## src/design/sorted_key_weighted_pick_unit_macros.svh

```systemverilog
// Assertion macros for the sorted key weighted pick unit.
// Included by the files that check their own logic; no other dependencies.
`ifndef SORTED_KEY_WEIGHTED_PICK_UNIT_MACROS_SVH
`define SORTED_KEY_WEIGHTED_PICK_UNIT_MACROS_SVH
`ifndef NO_ASSERTIONS
// Property that must hold at every clock edge out of reset.
`define SKWP_ASSERT(lbl, clk, rstn, prop) \
  lbl: assert property (@(posedge clk) disable iff (!rstn) (prop)) \
    else $error("skwp check failed");
// Condition that must follow in the same cycle from a trigger.
`define SKWP_ASSERT_IMP(lbl, clk, rstn, ante, cons) \
  lbl: assert property (@(posedge clk) disable iff (!rstn) (ante) |-> (cons)) \
    else $error("skwp check failed");
`else
`define SKWP_ASSERT(lbl, clk, rstn, prop)
`define SKWP_ASSERT_IMP(lbl, clk, rstn, ante, cons)
`endif
`endif

```

## src/design/skwp_pkg.sv

```systemverilog
// Shared types and constants of the sorted key weighted pick unit.
// No dependencies; used by the interfaces and by the control, datapath and top modules.
package skwp_pkg;

  localparam int unsigned MAX_KEYS_DEF    = 1024;
  localparam int unsigned MAX_ENTRIES_DEF = 4096;
  localparam int unsigned MAX_PER_KEY_DEF = 255;

  localparam int unsigned KeyW = 64;
  localparam int unsigned ValW = 15;
  localparam int unsigned WtW  = 16;
  localparam int unsigned RndW = 31;
  localparam int unsigned OpW  = 2;
  localparam int unsigned StW  = 3;

  typedef enum logic [OpW-1:0] {
    OP_APPEND_KEY   = 2'd0,
    OP_APPEND_ENTRY = 2'd1,
    OP_LOOKUP       = 2'd2,
    OP_CLEAR        = 2'd3
  } opcode_e;

  typedef enum logic [StW-1:0] {
    ST_ACCEPTED = 3'd0,
    ST_FULL     = 3'd1,
    ST_CHOSEN   = 3'd2,
    ST_NONE     = 3'd3,
    ST_NOKEY    = 3'd4
  } status_e;

  // Commands from controller to datapath
  typedef struct packed {
    logic capture;
    logic do_load;
    logic addr_bound;
    logic exp_step;
    logic bin_init;
    logic bin_lower;
    logic bin_upper;
    logic info_cap;
    logic sum_step;
    logic div_init;
    logic div_step;
    logic pick_init;
    logic pick_step;
    logic res_none;
    logic res_chosen;
    logic out_load;
    logic out_from_load;
  } cmd_t;

  // Status from datapath to controller
  typedef struct packed {
    logic is_lookup;
    logic lookup_ok;
    logic exp_more;
    logic key_lt;
    logic bin_open;
    logic bin_hit;
    logic bin_below;
    logic cnt_zero;
    logic i_last;
    logic sum_zero;
    logic div_last;
    logic pick_hit;
    logic slot_free;
  } sts_t;

endpackage

```

## src/design/skwp_ctrl.sv

```systemverilog
// Sequencer of the sorted key weighted pick unit: load, search, sum, divide, pick.
// Depends on skwp_pkg for the command and status structs.
module skwp_ctrl (
  input  logic           clk_i,
  input  logic           rst_ni,
  input  logic           in_valid_i,
  output logic           in_ready_o,
  input  skwp_pkg::sts_t sts_i,
  output skwp_pkg::cmd_t cmd_o
);
  import skwp_pkg::*;

  typedef enum logic [15:0] {
    S_IDLE     = 16'h0001,
    S_EXP_RD   = 16'h0002,
    S_EXP_CHK  = 16'h0004,
    S_BIN_RD   = 16'h0008,
    S_BIN_CHK  = 16'h0010,
    S_INFO_RD  = 16'h0020,
    S_INFO_CHK = 16'h0040,
    S_SUM_RD   = 16'h0080,
    S_SUM_CHK  = 16'h0100,
    S_SUM_END  = 16'h0200,
    S_DIV      = 16'h0400,
    S_PICK_SET = 16'h0800,
    S_PICK_RD  = 16'h1000,
    S_PICK_CHK = 16'h2000,
    S_FAIL     = 16'h4000,
    S_OUT      = 16'h8000
  } state_e;

  state_e state_q, state_d;

  always_comb begin
    state_d    = state_q;
    cmd_o      = '0;
    in_ready_o = 1'b0;
    unique case (state_q)
      S_IDLE: begin
        in_ready_o = sts_i.slot_free;
        if (in_valid_i && sts_i.slot_free) begin
          if (sts_i.is_lookup) begin
            cmd_o.capture = 1'b1;
            state_d = sts_i.lookup_ok ? S_EXP_RD : S_FAIL;
          end else begin
            // loads finish in the accept cycle
            cmd_o.do_load       = 1'b1;
            cmd_o.out_load      = 1'b1;
            cmd_o.out_from_load = 1'b1;
          end
        end
      end
      S_EXP_RD: begin
        cmd_o.addr_bound = 1'b1;
        if (sts_i.exp_more) begin
          state_d = S_EXP_CHK;
        end else begin
          cmd_o.bin_init = 1'b1;
          state_d = S_BIN_RD;
        end
      end
      S_EXP_CHK: begin
        if (sts_i.key_lt) begin
          cmd_o.exp_step = 1'b1;
          state_d = S_EXP_RD;
        end else begin
          cmd_o.bin_init = 1'b1;
          state_d = S_BIN_RD;
        end
      end
      S_BIN_RD: begin
        state_d = sts_i.bin_open ? S_BIN_CHK : S_FAIL;
      end
      S_BIN_CHK: begin
        if (sts_i.bin_hit) begin
          state_d = S_INFO_RD;
        end else begin
          cmd_o.bin_upper = sts_i.bin_below;
          cmd_o.bin_lower = !sts_i.bin_below;
          state_d = S_BIN_RD;
        end
      end
      S_INFO_RD: begin
        state_d = S_INFO_CHK;
      end
      S_INFO_CHK: begin
        cmd_o.info_cap = 1'b1;
        state_d = sts_i.cnt_zero ? S_FAIL : S_SUM_RD;
      end
      S_SUM_RD: begin
        state_d = S_SUM_CHK;
      end
      S_SUM_CHK: begin
        cmd_o.sum_step = 1'b1;
        state_d = sts_i.i_last ? S_SUM_END : S_SUM_RD;
      end
      S_SUM_END: begin
        if (sts_i.sum_zero) begin
          state_d = S_FAIL;
        end else begin
          cmd_o.div_init = 1'b1;
          state_d = S_DIV;
        end
      end
      S_DIV: begin
        cmd_o.div_step = 1'b1;
        if (sts_i.div_last) begin
          state_d = S_PICK_SET;
        end
      end
      S_PICK_SET: begin
        cmd_o.pick_init = 1'b1;
        state_d = S_PICK_RD;
      end
      S_PICK_RD: begin
        state_d = S_PICK_CHK;
      end
      S_PICK_CHK: begin
        cmd_o.pick_step = 1'b1;
        if (sts_i.pick_hit) begin
          cmd_o.res_chosen = 1'b1;
          state_d = S_OUT;
        end else begin
          state_d = S_PICK_RD;
        end
      end
      S_FAIL: begin
        cmd_o.res_none = 1'b1;
        state_d = S_OUT;
      end
      S_OUT: begin
        // hold the result until the output register is free
        if (sts_i.slot_free) begin
          cmd_o.out_load = 1'b1;
          state_d = S_IDLE;
        end
      end
      default: begin
        state_d = S_IDLE;
      end
    endcase
  end

  always_ff @(posedge clk_i or negedge rst_ni) begin
    if (!rst_ni) begin
      state_q <= S_IDLE;
    end else begin
      state_q <= state_d;
    end
  end
endmodule

```

## config.mk

```make
export PLATFORM = sky130hd
export DESIGN_NAME = skwp_ctrl
export DESIGN_NICKNAME = d
export VERILOG_FILES = /design/src/design/sorted_key_weighted_pick_unit_macros.svh /design/src/design/skwp_pkg.sv /design/src/design/skwp_ctrl.sv
export SDC_FILE = /design/constraint.sdc
export NUM_CORES = 1
export LEC_CHECK = 0
export BUFFER_PORTS_ARGS = -buffer_cell sky130_fd_sc_hd__buf_2
export CORE_UTILIZATION = 39
export CTS_BUF_LIST = sky130_fd_sc_hd__clkbuf_2
export DETAILED_ROUTE_END_ITERATION = 8
export PLACE_DENSITY_LB_ADDON = 0.08
export SLEW_MARGIN = 15
export SYNTH_ARGS = -nofsm -noshare
export SYNTH_HDL_FRONTEND = slang
export SYNTH_SLANG_ARGS = --single-unit
export TNS_END_PERCENT = 10
```

## constraint.sdc

```tcl
create_clock -name clk_i -period 2.1 [get_ports clk_i]
set_input_delay 0.21 -clock clk_i [delete_from_list [all_inputs] [get_ports clk_i]]
set_output_delay 0.21 -clock clk_i [all_outputs]
set_load 0.01 [all_outputs]
```

## Yosys cells after proc, flatten, opt, wreduce, memory -nomap -nowiden

Index checks and enable logic that the tools add are counted.

- Register bits: 16
- Logic and storage cells: 66

- Reductions and logical operators: 3
- Multiplexer cells: 42
- Equality and inequality tests: 20

Operators by type and width:

| kind | count |
|---|---|
| 16-bit case mux with 16 select lines | 1 |
| 16-bit two-way mux | 5 |
| 15-bit two-way mux | 4 |
| 1-bit two-way mux | 20 |
| 16-bit by 1-bit == test with 1-bit output (second input constant) | 1 |
| 16-bit by 10-bit == test with 1-bit output (second input constant) | 1 |
| 16-bit by 11-bit == test with 1-bit output (second input constant) | 1 |
| 16-bit by 12-bit == test with 1-bit output (second input constant) | 1 |
| 16-bit by 13-bit == test with 1-bit output (second input constant) | 1 |
| 16-bit by 14-bit == test with 1-bit output (second input constant) | 1 |
| 16-bit by 15-bit == test with 1-bit output (second input constant) | 1 |
| 16-bit == test (second input constant) | 1 |
| 16-bit by 2-bit == test with 1-bit output (second input constant) | 1 |
| 16-bit by 3-bit == test with 1-bit output (second input constant) | 1 |
| 16-bit by 4-bit == test with 1-bit output (second input constant) | 1 |
| 16-bit by 5-bit == test with 1-bit output (second input constant) | 1 |
| 16-bit by 6-bit == test with 1-bit output (second input constant) | 1 |
| 16-bit by 7-bit == test with 1-bit output (second input constant) | 1 |
| 16-bit by 8-bit == test with 1-bit output (second input constant) | 1 |
| 16-bit by 9-bit == test with 1-bit output (second input constant) | 1 |
| 2-bit two-way mux | 6 |
| 10-bit two-way mux | 1 |
| 4-bit two-way mux | 2 |
| 2-bit inequality test (second input constant) | 4 |
| 5 further kinds | 6 |

## Depth between registers and ports, before layout

Gate-level depths: netlist of run 1.

- Depth in word-level cells: 4
- Depth in mapped cells: 7

## Least setup slack after synthesis of run 1

No wires, ideal clock.

- Kind: register -> register
- From: register state_q[12]
- To: register state_q[0]
- Data required time: 2021 ps
- Period minus slack after synthesis: 1934 ps
- Setup slack: 166 ps
- Arrival time: 1855 ps
- Stages on the path, launching flop included: 6
- Path buffers: 0
- Path through: dfrtp_1 or4_4 or4_1 a31oi_1 nor3_1 a22o_1

- Cells in the longest elaborated chain, start to end: 3
- Elaborated cells on any way between the ends: 22

Ends and longest elaborated chain:

| item | RTL line | RTL |
|---|---|---|
| start: declaration | skwp_ctrl.sv:32 | `state_e state_q, state_d;` |
| start signal: assignment | skwp_ctrl.sv:148 | `state_q <= state_d;` |
| 16-bit by 1-bit == test with 1-bit output (tied with other cells) | skwp_ctrl.sv:38 | `unique case (state_q)` |
| 2-bit inequality test (no line) | -- |  |
| 4-bit AND reduction (no line) | -- |  |

Parallel ways exist; a longest one is shown, timed or not.
A chain may end at the register's enable or synchronous reset.

==> impl_metrics.tcl, run 1 <==
set metrics [dict create \
    path_max_fanout 5 \
    min_period_ns 2.13 \
    hold_end "state_q[7]" \
    pwr-share-comb 0.665 \
    die-area_um2 3120 \
    endpoint_kind "output pin" \
    start_kind "register" \
    drt-vias-per-instance 5.48 \
    fillCellCount 229 \
    r2r-start "state_q[1]" \
    postRouteAntennaNets 0 \
    synth_area_leader_cell "dfrtp_1" \
    synth_flop_cell "dfrtp_1" \
    area_growth_pct 52.5 \
    row_count 19 \
    p_leak_nw 0.934 \
    setup_violations 2 \
    reg2reg_to "state_q[0]" \
    pin_count 34 \
    die_w_um 55.8 \
    maxCapViolations 0 \
    drtIter0Drc 27 \
    highest_layer "met4" \
    p_switching_w 0.000673 \
    reg2reg_depth 6 \
    internal_power_w 0.00103 \
    htree_levels 1 \
    cp.required_ns 1.89 \
    synth_warnings 0 \
    maxSlewHeadroom 0.642 \
    remaining_drc_errors 0 \
    power_density_nw_per_um2 990 \
    max_freq_mhz 469 \
    swShare 0.395 \
    vias 1250 \
    drv_slew 0 \
    numCtsBuffers 3 \
    synth_common_cells "dfrtp_1 (15), nor2_1 (12), nand2_1 (10)" \
    pwr-share-clk 0.087 \
    timing.setup.tns_ns -0.0489 \
    critPathKind "register to output pin" \
    synth_edf_count 0 \
    fin_ws_ns -0.0312 \
    ys_async_sr_fraction 1.00 \
    clk_pin_slew_ns 0.17 \
    top_regs "state_q: 16 flops" \
    ff2ff_setup_slack_ns 0.03 \
    tightest_slew_ns 0.530 \
    ir_drop_v 0.000689 \
    fin_skew_ns 0.0152 \
    worstPathCellList "buf_4 -> or4b_4 -> o32ai_2 -> buf_2" \
    worstPathArrival_ns 1.92 \
    ys_seq_area_frac 0.355 \
    cts_root_buf "clkbuf_2" \
    wl_per_cell_um 13.9 \
    wl_um 3180 \
    largest_reg_flops 16 \
    route.met2.wl_um 1480 \
    start_util 0.410 \
    seq_power_share 0.248 \
    failed_checks "negative setup slack" \
    synth_seq_cells 16 \
    antenna_cells 0 \
    top_register "state_q" \
    grt_pass1_vias 1159 \
    clock_tree.buffer_depth 2 \
    whs_ns 0.0626 \
    holdPathStages 2 \
    worstSkewPairLatency_ns 0.31 \
    cts_sinks 16 \
    hp-start "sts_i[5]" \
    dr_wl_met3_um 178 \
    cp_slowest_cell "or4b_4" \
    netlist_area_um2 1130 \
    rsz0062_at_grt "yes" \
    io_buffers 33 \
    drive_above_1_share 0.548 \
    status "finished with violations" \
    synth_cell_type_count 41 \
    synth_cells 128 \
    grt_max_degree 17 \
    coreArea_um2 2760 \
    grt-ovfl-total 0 \
    syn_avg_cell_area_um2 8.83 \
    firstDrtPassIters 4 \
    syn-num-nets 144 \
    place_ws_ns 0.101 \
    slowest_delay_ns 0.57 \
    final_hold_viol_count 0 \
    nets 214 \
    wl_met1_um 1470 \
    track_usage 0.211 \
    hpwl_um 2300 \
    cts_tree "built" \
    holdCritPathClass "primary input to register" \
    synth.most_common_cell "dfrtp_1" \
    grt_pass1_wl_um 5230 \
    place_congestion 0.820 \
    period_share 1.01 \
    antenna_found_initial 0 \
    die_height_um 55.8 \
    synthTopCellsByArea "dfrtp_1 (33%), nor2_1 (4.0%), and3_1 (3.9%)" \
    synth_top_area_frac 0.332 \
]
-- final cells by class --
class | instances | area, um2 | share of cell area
inverter | 9 | 33.8 | 0.0196
tap | 31 | 38.8 | 0.0225
clock inverter | 1 | 3.75 | 0.00218
clock buffer | 3 | 15.0 | 0.00871
sequential | 16 | 407 | 0.236
timing repair buffer | 68 | 444 | 0.258
multi-input combinational | 100 | 781 | 0.453
-- worst max-delay path, delay by kind of cell (launching register included) --
family                 cells  cell delay, ns
buffers and inverters      2            0.32
AND/OR/NAND/NOR            1            0.57
flip-flops                 1            0.44
AO/OA/AOI/OAI              1            0.29
-- logic make-up (layout without fill, tap and decap cells) --
| group | Yosys count | in the layout | share of synthesized area |
|---|---|---|---|
| buffers and inverters | 12 | 81 | 0.0509 |
| AO/OA/AOI/OAI | 17 | 17 | 0.116 |
| AND/OR/NAND/NOR | 78 | 78 | 0.439 |
| flip-flops | 16 | 16 | 0.355 |
| XOR/XNOR | 5 | 5 | 0.0388 |
-- repair_timing --
action	CTS	global route
setup buffers	16	4
resized for setup	25	8
pin swaps	10	5
hold endpoints to repair	15	0
setup endpoints to repair	16	19
hold buffers	1	0
-- worst max-delay path by stage --
stage               cells after the start         end         from
finish                                  4   cmd_o[12]   state_q[0]
global placement                        5  state_q[0]  state_q[12]
CTS                                     7    cmd_o[1]  state_q[11]
global route                            7    cmd_o[1]   state_q[9]
floorplan                               5  state_q[0]  state_q[12]
detailed placement                      5  state_q[0]  state_q[12]
-- power by group through the flow --
stage          registers, W  logic (W)  clock network [W]
3_5_place_dp       0.000432   0.000793                  0
6_report           0.000423    0.00113           0.000148
5_1_grt            0.000431    0.00124           0.000168
4_1_cts            0.000425    0.00106           0.000152
3_3_place_gp       0.000429   0.000795                  0
2_1_floorplan      0.000415   0.000511                  0
-- stage by stage --
stage	total power (W)	cell area, um2	std cells	utilization
3_3_place_gp	0.00122	1420	203	0.513
4_1_cts	0.00164	1670	224	0.607
6_report	0.00171	1720	228	0.625
2_1_floorplan	0.000927	1130	128	-
5_1_grt	0.00184	1720	228	0.625
3_5_place_dp	0.00123	1420	203	0.513
-- routing by layer --
layer  vias to the layer above  track usage
met4                         0       0.0697
li1                        614            -
met2                        40        0.339
met5                         -            0
met3                         4       0.0419
met1                       592        0.286
-- cell usage in the layout, fill, tap and decap left out, types with 2 or more instances in the layout --
master     n
buf_4     32
nand2_2    2
nand2_1    8
nor2_1     9
o21ai_0    2
or4b_4     2
or4_1      2
nand3_1    3
and3_1     3
a31oi_1    2
xor2_1     5
dfrtp_2    4
nand4_1    3
nand2b_1   2
inv_2      2
and3_4     4
nor2_2     3
and4b_1    2
buf_6      3
a21oi_1    3
and2_1     4
buf_2     32
dfrtp_1   11
nor4b_1    4
o22ai_1    3
inv_1      7
nor4_2     3
nor4_4     3
clkbuf_2   3
nor3_1     7
Power figures use the tool's default switching activity.
==> run 2, diff against run 1 <==
==> constraint.sdc (replaced) <==
create_clock -name clk_i -period 2.1 [get_ports clk_i]
set_input_delay 0.21 -clock clk_i [delete_from_list [all_inputs] [get_ports clk_i]]
set_output_delay 0.21 -clock clk_i [all_outputs]
set_load 0.05 [all_outputs]
==> run 2 against run 1 <==
Compared with the run above: wire length rose by 13%; sequential cell count is the same; clock skew down 0.0066 ns; die area is the same; worst setup slack got worse by 0.12 ns; total power is 17% higher; the flow still finishes with violations (negative setup slack); critical path depth increased by 2; via count grew 2.0%.
==> impl_metrics.tcl, run 2 (synthesis gave the netlist of run 1 again) <==
set metrics [dict create \
    p_switching_w 0.000881 \
    track_usage 0.242 \
    numCtsBuffers 3 \
    swShare 0.442 \
    cts_root_buf "clkbuf_2" \
    die_w_um 55.8 \
    whs_ns 0.0693 \
    ir_drop_v 0.000894 \
    final_hold_viol_count 0 \
    cp_slowest_cell "dfrtp_2" \
    drive_above_1_share 0.582 \
    min_period_ns 2.25 \
    status "finished with violations" \
    worstSkewPairLatency_ns 0.31 \
    io_buffers 33 \
    maxCapViolations 0 \
    grt_max_degree 17 \
    tightest_slew_ns 0.374 \
    hpwl_um 2420 \
    wl_per_cell_um 16.0 \
    top_register "state_q" \
    cts_tree "built" \
    power_density_nw_per_um2 1060 \
    setup_violations 18 \
    mostFrequentLayoutCells "buf_4 (32), buf_2 (15), buf_6 (14)" \
    p_leak_nw 0.942 \
    place_congestion 0.839 \
    slowest_delay_ns 0.48 \
    area_growth_pct 65.7 \
    period_share 1.07 \
    drtIter0Drc 66 \
    final_common_cell "buf_4" \
    remaining_drc_errors 0 \
    start_kind "register" \
    internal_power_w 0.00111 \
    cp.required_ns 1.89 \
    firstDrtPassIters 4 \
    nets 211 \
    holdCritPathClass "primary input to register" \
    worstPathArrival_ns 2.04 \
    worstPathCellList "nor4_4 -> buf_4 -> nand4_1 -> o21ai_1 -> and2_1 -> buf_6" \
    largest_reg_flops 16 \
    cts_sinks 16 \
    path_max_fanout 5 \
    grt-ovfl-total 0 \
    coreArea_um2 2760 \
    top_regs "state_q: 16 flops" \
    die_height_um 55.8 \
    rsz0062_at_grt "yes" \
    grt_pass1_vias 1219 \
    endpoint_kind "output pin" \
    critPathKind "register to output pin" \
    fin_skew_ns 0.00859 \
    failed_checks "negative setup slack" \
    drv_slew 0 \
    place_area_um2 1430 \
    drt-vias-per-instance 5.67 \
    antenna_cells 0 \
    clk_pin_slew_ns 0.16 \
    grt_pass1_wl_um 5780 \
    final_area_um2 1870 \
    fillCellCount 222 \
    seq_power_share 0.216 \
    wl_um 3590 \
    clock_tree.buffer_depth 2 \
    pwr-share-clk 0.074 \
    pwr-share-comb 0.709 \
    start_util 0.410 \
    maxSlewHeadroom 0.747 \
    die-area_um2 3120 \
    place_ws_ns 0.0632 \
    max_freq_mhz 445 \
    antenna_found_initial 0 \
    htree_levels 1 \
    total_power_w 0.00199 \
    fin_ws_ns -0.148 \
    row_count 19 \
    vias 1275 \
    timing.setup.tns_ns -1.42 \
    postRouteAntennaNets 0 \
    pin_count 34 \
]
==> run 2: changes by cell type in the layout (fill, tap and decap cells not counted), sizes merged <==
cell / previous run / this run
buf: 67 / 64
==> run 2: power groups by stage <==
stage               Combinational [W]  Clock, W  Sequential [W]
floorplan                    0.000636         0        0.000415
global placement             0.000865         0        0.000428
detailed placement           0.000865         0        0.000431
CTS                           0.00120  0.000156        0.000427
global route                  0.00150  0.000169        0.000438
finish                        0.00141  0.000148        0.000431
==> run 2: final cells by class <==
| cell class | count | area (um2) | share of cell area |
|---|---|---|---|
| Multi-Input combinational cell | 100 | 843 | 0.451 |
| Timing Repair Buffer | 65 | 528 | 0.282 |
| Sequential cell | 16 | 409 | 0.219 |
| Tap cell | 31 | 38.8 | 0.0207 |
| Inverter | 9 | 33.8 | 0.0180 |
| Clock buffer | 3 | 15.0 | 0.00802 |
| Clock inverter | 1 | 3.75 | 0.00201 |
==> run 2: worst paths after layout <==
kind                            cells past startpoint         end   startpoint  slack (ns)
worst max-delay path                                6    cmd_o[1]  state_q[15]       -0.15
worst min-delay path                                2  state_q[7]     sts_i[5]        0.07
worst max register to register                      9  state_q[0]  state_q[15]       -0.13
worst min register to register                      2  state_q[8]   state_q[5]        0.65
max in group asynchronous                           2  state_q[0]       rst_ni        1.46
min in group asynchronous                           2  state_q[8]       rst_ni        0.31
==> run 2: what timing repair did <==
| action | in CTS | in global routing |
|---|---|---|
| endpoints found under the hold margin | 15 | 0 |
| pin swaps | 12 | 5 |
| hold buffers | 1 | 0 |
| setup endpoints to repair | 18 | 22 |
| setup buffers | 13 | 7 |
| resized for setup | 58 | 20 |
==> run 2: worst max-delay path: cells and delay by family, from the launching register on <==
family / cells / cell delay (ns)
buf+inv: 2 / 0.34
flops: 1 / 0.48
simple gates: 3 / 0.69
compound gates: 1 / 0.21
==> run 2: metrics by stage <==
stage	utilization	instances
3_3_place_gp	0.517	200
4_1_cts	0.632	218
6_report	0.679	225
3_5_place_dp	0.517	200
2_1_floorplan	-	128
5_1_grt	0.679	225
==> run 2: metal layers <==
metal,up-vias,part of all wire,GRT usage,routed length (um)
met1,603,0.42,0.307,1490
met5,-,0,0,0
li1,606,-,-,-
met4,0,0.024,0.105,87
met3,7,0.066,0.0349,237
met2,59,0.49,0.411,1780
